File: config.mk
export PLATFORM = sky130hd
export DESIGN_NAME = pipeline_hazard_forwarding_scoreboard
export DESIGN_NICKNAME = d
export VERILOG_FILES = /design/src/hdl/hfs_pkg.sv /design/src/hdl/hfs_scoreboard.sv /design/src/hdl/hfs_check.sv /design/src/hdl/pipeline_hazard_forwarding_scoreboard.sv
export SDC_FILE = /design/constraint.sdc
export NUM_CORES = 1
export LEC_CHECK = 0
export BUFFER_PORTS_ARGS = -buffer_cell sky130_fd_sc_hd__buf_4
export CAP_MARGIN = 40
export CORE_MARGIN = 10
export CORE_UTILIZATION = 40
export DETAILED_ROUTE_END_ITERATION = 10
export PLACE_DENSITY_LB_ADDON = 0.3
export SLEW_MARGIN = 20
export SYNTH_ARGS = -nofsm -noshare
export SYNTH_HDL_FRONTEND = slang
export SYNTH_SLANG_ARGS = --single-unit
export TNS_END_PERCENT = 10
File: constraint.sdc
create_clock -name clock -period 4 [get_ports clock]
set_input_delay 0.2 -clock clock [delete_from_list [all_inputs] [get_ports clock]]
set_output_delay 0.2 -clock clock [all_outputs]
set_load 0.005 [all_outputs]
File: src/hdl/hfs_pkg.sv
`default_nettype none

package hfs_pkg;

   // scoreboard depth, one entry per architectural register
   localparam int REG_COUNT = 32;

   // age bookkeeping
   localparam int AGE_W = 3;
   localparam logic [AGE_W-1:0] AGE_INSERT  = AGE_W'(2);
   localparam logic [AGE_W-1:0] AGE_NEAR    = AGE_W'(3);
   localparam logic [AGE_W-1:0] AGE_REGFILE = AGE_W'(5);
   localparam logic [AGE_W-1:0] AGE_DROP    = AGE_W'(6);

   // operand source codes for sel_a / sel_b
   localparam logic [1:0] SEL_REGFILE = 2'd0;
   localparam logic [1:0] SEL_EXDM    = 2'd1;
   localparam logic [1:0] SEL_DMWB    = 2'd2;

   // store data source codes
   localparam logic [1:0] STORE_REGFILE  = 2'd0;
   localparam logic [1:0] STORE_DMWB_MEM = 2'd1;
   localparam logic [1:0] STORE_DMWB_EX  = 2'd2;

   // one decoded instruction
   typedef struct packed {
      logic [4:0] src_a_reg;
      logic       src_a_used;
      logic [4:0] src_b_reg;
      logic       src_b_used;
      logic [4:0] store_reg;
      logic       store_used;
      logic [4:0] dest_reg;
      logic       dest_writes;
      logic       dest_is_load;
   } req_type;

   // forwarding decision
   typedef struct packed {
      logic       stall_res;
      logic [1:0] sel_a;
      logic [1:0] sel_b;
      logic [1:0] sel_store;
   } rsp_type;

   // one scoreboard entry as seen by a lookup
   typedef struct packed {
      logic             valid;
      logic [AGE_W-1:0] age;
      logic             is_load;
   } entry_type;

   // lookup results for the three operands
   typedef struct packed {
      entry_type a;
      entry_type b;
      entry_type st;
   } lookup_type;

endpackage

`default_nettype wire

File: src/hdl/hfs_scoreboard.sv
`default_nettype none

module hfs_scoreboard
   import hfs_pkg::*;
(
   input  wire logic       clock,
   input  wire logic       reset,
   input  wire logic       advance,
   input  wire req_type    req,
   input  wire logic       mark,
   output lookup_type      lookup
);

   logic [REG_COUNT-1:0]            valid_ff;
   logic [REG_COUNT-1:0]            valid_in;
   logic [REG_COUNT-1:0][AGE_W-1:0] age_ff;
   logic [REG_COUNT-1:0][AGE_W-1:0] age_in;
   logic [REG_COUNT-1:0]            load_ff;
   logic [REG_COUNT-1:0]            load_in;
   logic [REG_COUNT-1:0]            hit_a;
   logic [REG_COUNT-1:0]            hit_b;
   logic [REG_COUNT-1:0]            hit_st;

   for (genvar i = 0; i < REG_COUNT; i++) begin : g_entry
      logic [AGE_W-1:0] age_next;

      // per-entry tag compare; registers past the table never hit
      assign hit_a[i]  = valid_ff[i] && (int'(req.src_a_reg) == i);
      assign hit_b[i]  = valid_ff[i] && (int'(req.src_b_reg) == i);
      assign hit_st[i] = valid_ff[i] && (int'(req.store_reg) == i);

      // insert at age 2 and age in the same pass, or just age, dropping the entry once it reaches age 6
      always_comb begin
         age_next    = age_ff[i] + AGE_W'(1);
         valid_in[i] = valid_ff[i];
         age_in[i]   = age_ff[i];
         load_in[i]  = load_ff[i];
         if (mark && (int'(req.dest_reg) == i)) begin
            valid_in[i] = 1'b1;
            age_in[i]   = AGE_INSERT + AGE_W'(1);
            load_in[i]  = req.dest_is_load;
         end else if (valid_ff[i]) begin
            if (age_next >= AGE_DROP) begin
               valid_in[i] = 1'b0;
            end else begin
               age_in[i] = age_next;
            end
         end
      end

      always_ff @(posedge clock) begin
         if (reset) begin
            valid_ff[i] <= 1'b0;
         end else if (advance) begin
            valid_ff[i] <= valid_in[i];
         end
      end

      // age and load flag are only read while valid
      always_ff @(posedge clock) begin
         if (advance) begin
            age_ff[i]  <= age_in[i];
            load_ff[i] <= load_in[i];
         end
      end
   end

   // one-hot hits: take the matching entry
   always_comb begin
      lookup = '0;
      for (int i = 0; i < REG_COUNT; i++) begin
         if (hit_a[i]) begin
            lookup.a = '{valid: 1'b1, age: age_ff[i], is_load: load_ff[i]};
         end
         if (hit_b[i]) begin
            lookup.b = '{valid: 1'b1, age: age_ff[i], is_load: load_ff[i]};
         end
         if (hit_st[i]) begin
            lookup.st = '{valid: 1'b1, age: age_ff[i], is_load: load_ff[i]};
         end
      end
   end

endmodule

`default_nettype wire

File: src/hdl/hfs_check.sv
`default_nettype none

module hfs_check
   import hfs_pkg::*;
(
   input  wire req_type    req,
   input  wire lookup_type lookup,
   output rsp_type         rsp
);

   logic       live_a;
   logic       live_b;
   logic       live_st;
   logic       stall_a;
   logic       stall_b;
   logic [1:0] sel_a;
   logic [1:0] sel_b;
   logic [1:0] sel_st;

   // a pending write that has not yet reached the register file
   assign live_a  = req.src_a_used && lookup.a.valid && (lookup.a.age < AGE_REGFILE);
   assign live_b  = req.src_b_used && lookup.b.valid && (lookup.b.age < AGE_REGFILE);
   assign live_st = req.store_used && lookup.st.valid && (lookup.st.age < AGE_REGFILE);

   // load-use: load result not out of memory yet
   assign stall_a = live_a && lookup.a.is_load && (lookup.a.age <= AGE_NEAR);
   assign stall_b = live_b && lookup.b.is_load && (lookup.b.age <= AGE_NEAR);

   always_comb begin
      sel_a = SEL_REGFILE;
      if (live_a) begin
         sel_a = (lookup.a.age <= AGE_NEAR) ? SEL_EXDM : SEL_DMWB;
      end
      sel_b = SEL_REGFILE;
      if (live_b) begin
         sel_b = (lookup.b.age <= AGE_NEAR) ? SEL_EXDM : SEL_DMWB;
      end
      sel_st = STORE_REGFILE;
      if (live_st) begin
         sel_st = (lookup.st.age <= AGE_NEAR) ? STORE_DMWB_MEM : STORE_DMWB_EX;
      end
   end

   // a stall squashes every select
   always_comb begin
      rsp.stall_res = stall_a || stall_b;
      rsp.sel_a     = rsp.stall_res ? SEL_REGFILE : sel_a;
      rsp.sel_b     = rsp.stall_res ? SEL_REGFILE : sel_b;
      rsp.sel_store = rsp.stall_res ? STORE_REGFILE : sel_st;
   end

endmodule

`default_nettype wire

File: src/hdl/pipeline_hazard_forwarding_scoreboard.sv
`default_nettype none

// Forwarding and load-use hazard unit for a five-stage pipeline. Drive one
// decoded instruction per pipeline cycle with start; a request can be issued
// every clock once busy is low (busy is a registered copy of reset, so it is
// high while reset is applied and clears in the cycle after it is released).
// The answer (stall flag and the three operand selects) appears on rsp_data
// with rsp_strobe after the request passes through the request register,
// then through the scoreboard lookup into the response register. The
// response cannot be held off. The scoreboard ages per request, not per
// clock, so idle cycles do not retire pending writes.
module pipeline_hazard_forwarding_scoreboard
   import hfs_pkg::*;
(
   input  wire logic    clock,
   input  wire logic    reset,
   input  wire logic    start,
   output logic         busy,
   input  wire req_type req_data,
   output logic         rsp_strobe,
   output rsp_type      rsp_data
);

   logic       busy_ff;
   logic       stage_valid_ff;
   req_type    stage_ff;
   logic       rsp_valid_ff;
   rsp_type    rsp_ff;
   rsp_type    rsp_in;
   lookup_type lookup;
   logic       mark;

   assign busy = busy_ff;

   always_ff @(posedge clock) begin
      if (reset) begin
         busy_ff <= 1'b1;
      end else begin
         busy_ff <= 1'b0;
      end
   end

   // request register
   always_ff @(posedge clock) begin
      if (reset) begin
         stage_valid_ff <= 1'b0;
      end else begin
         stage_valid_ff <= start && !busy_ff;
      end
   end

   always_ff @(posedge clock) begin
      if (start && !busy_ff) begin
         stage_ff <= req_data;
      end
   end

   hfs_scoreboard u_scoreboard (
      .clock   (clock),
      .reset   (reset),
      .advance (stage_valid_ff),
      .req     (stage_ff),
      .mark    (mark),
      .lookup  (lookup)
   );

   hfs_check u_check (
      .req    (stage_ff),
      .lookup (lookup),
      .rsp    (rsp_in)
   );

   // record the destination only when the instruction moves on
   assign mark = stage_ff.dest_writes && !rsp_in.stall_res;

   // response register
   always_ff @(posedge clock) begin
      if (reset) begin
         rsp_valid_ff <= 1'b0;
      end else begin
         rsp_valid_ff <= stage_valid_ff;
      end
   end

   always_ff @(posedge clock) begin
      if (stage_valid_ff) begin
         rsp_ff <= rsp_in;
      end
   end

   assign rsp_strobe = rsp_valid_ff;
   assign rsp_data   = rsp_ff;

`ifndef NO_ASSERTIONS
   // every accepted request is answered through the request and response registers
   a_latency: assert property (@(posedge clock) disable iff (reset)
      (start && !busy) |-> ##2 rsp_strobe)
      else $error("request not answered after two cycles");

   // no response without a request in the stage
   a_no_phantom: assert property (@(posedge clock) disable iff (reset)
      rsp_strobe |-> $past(stage_valid_ff))
      else $error("response without request");

   // a stall carries no forwarding select
   a_stall_clean: assert property (@(posedge clock) disable iff (reset)
      (rsp_strobe && rsp_data.stall_res) |->
         (rsp_data.sel_a == SEL_REGFILE && rsp_data.sel_b == SEL_REGFILE &&
          rsp_data.sel_store == STORE_REGFILE))
      else $error("stall with nonzero select");

   // a stalled instruction never marks its destination
   a_no_mark_on_stall: assert property (@(posedge clock) disable iff (reset)
      (stage_valid_ff && rsp_in.stall_res) |-> !mark)
      else $error("destination marked on stall");
`endif

endmodule

`default_nettype wire
==> out/qor.txt <==
most common cell in the netlist = edfxtp_1
Die Ht = 204 um
Layout area overhead = 19.9%
Pre-antenna DRT Iters = 6
CTS H-tree lvls = 4
core region area = 33400 um^2
Final Skew = 0.0363 ns
CTS tree = yes
status = complete, no violations
total negative setup slack = 0 ns
overall die area = 41500 um^2
clk_lat worst skew = 0.48 ns
Max Freq = 0.250 GHz
area of the mapped netlist = 13500 um^2
sw power = 1.14 mW
Reg power frac = 52.3%
number of flops mapped to enable cells by yosys = 160
final setup margin = 0.00415 ns
maxcap violations = 0
Via density = 6.70
I/O pin total = 37
Clock Path Buffers = 2
Inst Count DP = 2058
number of synthesized register bits = 195
post-synth top area share = 35.6%
hpwl dp = 48.5 mm
pin count of the biggest net entering global routing = 33
async set or reset register ratio after synthesis = 0%
dpl ws = -0.154 ns
Syn. warnings = 0
GP Congestion = 1.08
hold path endpoint = stage_valid_ff$_SDFF_PP0_
Int Power = 3.12 mW
synth cell count leaders = edfxtp_1 (160), o21ai_0 (127), nand2_1 (112), nand3_1 (112), inv_1 (94)
Sw Share = 26.7%
area post-placement = 15300 um^2
clock share of power = 41.7%
top_reg_cell synth = edfxtp_1
CTS Buf Count = 17
RSZ-0062 raised after global routing = no
Reg clk slew, reported paths = 0.09 ns
Synth area leaders = edfxtp_1 (36%), ha_1 (5.9%), dfxtp_1 (5.2%)
wire per inst = 30.0 um
worst min path class = input pin to register
Hold Path Origin = reset
DR iter-0 viols = 2117
library cells used by synthesis = 82
syn avg cell area = 9.02 um^2
Synth area leader = edfxtp_1
post-route ant nets = 0
gr ovfl total = 0
Worst Max-Slew Pin Slew = 0.894 ns
I/O Buffers = 36
die width = 204 um
critical path fanouts, max = 10
Setup CP Type = register to register
crit end category = register
PD cells = 263 nW/um^2
post-route insts no fill = 2121
Final period util = 99.9%
gr usage total = 29.8%
Initial Utilization = 40.4%
register area share after synthesis = 40.8%
Final Hold Violating Endpoints = 0
Critical Path Start Type = register
WP data required = 4.25 ns
Syn Inst Count = 1498
CTS root buffer = clkbuf_16
TritonCTS Sinks = 195
Worst R2R End = rsp_data[3]$_SDFFCE_PP0P_
post-layout util = 48.4%
Nets = 1751
Rows = 67
layout cells sized above 1 = 16.9%
pins over their slew limit = 0
Worst Path Arrival = 4.24 ns
total power draw = 4.26 mW
antenna violations before repair = 3
Min-Delay Path Depth = 2
slew margin rel. = 40.3%
Hold WS = 0.0916 ns
R2R setup slack = 0.004 ns
reg2reg start = stage_ff[24]$_DFFE_PP_
vias = 14212
cell area after layout = 16200 um^2
Reg2Reg Depth = 15
vias in the first global route = 13287
Mapped Nets = 1590
final setup violation count = 0
Comb pwr share = 6.0%
Post-Route WL = 63.7 mm
fin crit period = 4.00 ns
Worst IR Drop VDD = 0.278 mV
first-pass GRT wire length = 91.1 mm
DR DRC count = 0
LEAKAGE = 6.44 nW
[what timing repair did]
item / in CTS / in global routing
pin swaps: 0 / 1
endpoints found under the hold margin: 25 / 0
hold buffers: 25 / 0
setup buffers: 0 / 3
gates cloned: 0 / 1
endpoints found under the setup margin: 66 / 106
gates resized for setup: 3 / 15
[final cells by class]
cell class	instances	area, um^2
Antenna cell	1	2.50
Clock buffer	17	425
Clock inverter	15	141
Fill cell	3178	17300
Inverter	95	357
Multi-Input combinational cell	1119	7340
Sequential cell	195	5510
Tap cell	448	561
Timing Repair Buffer	231	1860
[state kept, by name, indices dropped and copies added (netlist names)]
register,cells
u_scoreboard.load_ff,32
stage_valid_ff,1
stage_ff,25
u_scoreboard.age_ff,96
busy,1
rsp_strobe,1
u_scoreboard.valid_ff,32
rsp_data,7
[power groups by stage]
stage,Sequential [mW],Combinational (mW),Clock (mW)
6_report,2.23,0.256,1.77
5_1_grt,2.23,0.264,1.85
4_1_cts,2.22,0.242,1.78
3_5_place_dp,2.27,0.222,0
3_3_place_gp,2.27,0.219,0
2_1_floorplan,2.25,0.100,0
[layout by cell type, fill, tap and decap left out, drive strengths merged, types with 8 or more instances in the layout]
master,instances
buf,205
edfxtp,160
o21ai,130
nand3,115
nand2,112
inv,104
and3,76
nor2,73
ha,64
a21oi,54
o22ai,53
nand4,45
dfxtp,35
nor3,28
dlygate4sd3,25
nor2b,25
a31oi,21
a22oi,21
xor2,19
o31ai,18
clkbuf,18
and2,18
o211ai,16
a221oi,15
nor4,14
o21a,13
xnor2,13
nor3b,13
and3b,12
a211oi,10
nand2b,10
a222oi,9
a22o,8
o221ai,8
o2111ai,8
o32ai,8
[layer usage]
metal  routed length (um)  GRT usage [%]  part of all wire [%]
met5                    8              0                 0.013
met4                 2570           11.9                   4.0
met3                 7840           8.15                    12
met2                27300           44.1                    43
met1                25900           40.3                    41
[kinds of logic after synthesis]
kind of cell | after synthesis | synth area share [%]
simple gates | 578 | 23.4
xor+xnor | 32 | 2.07
buf+inv | 185 | 5.66
flops | 195 | 40.8
mux | 7 | 0.648
fa+ha+maj | 64 | 5.93
compound gates | 437 | 21.5
[critical path, stage by stage, from the launching register on]
cell	delay (ns)
edfxtp_1	0.59
nor3b_1	0.54
buf_4	0.27
nand3_1	0.10
buf_4	0.18
and3_1	0.23
nand4_1	0.26
o41ai_4	0.12
nand4bb_1	0.19
or3b_1	0.37
buf_4	0.20
and2_4	0.16
inv_2	0.13
buf_4	0.20
nor4b_2	0.06
buf_4	0.13
[how the worst max path moves through the flow]
stage                                 from                                    end  slack [ns]  cells past startpoint
global route        stage_ff[24]$_DFFE_PP_              rsp_data[3]$_SDFFCE_PP0P_        0.01                     13
CTS                 stage_ff[16]$_DFFE_PP_              rsp_data[3]$_SDFFCE_PP0P_       0.005                     13
global placement    stage_ff[16]$_DFFE_PP_              rsp_data[3]$_SDFFCE_PP0P_       -0.10                     13
floorplan           stage_ff[21]$_DFFE_PP_  u_scoreboard.age_ff[93]$_SDFFCE_PP1P_        0.73                     13
detailed placement  stage_ff[20]$_DFFE_PP_  u_scoreboard.age_ff[24]$_SDFFCE_PP1P_       -0.15                     13
finish              stage_ff[24]$_DFFE_PP_              rsp_data[3]$_SDFFCE_PP0P_       0.004                     15
Power figures use the tool's default switching activity.
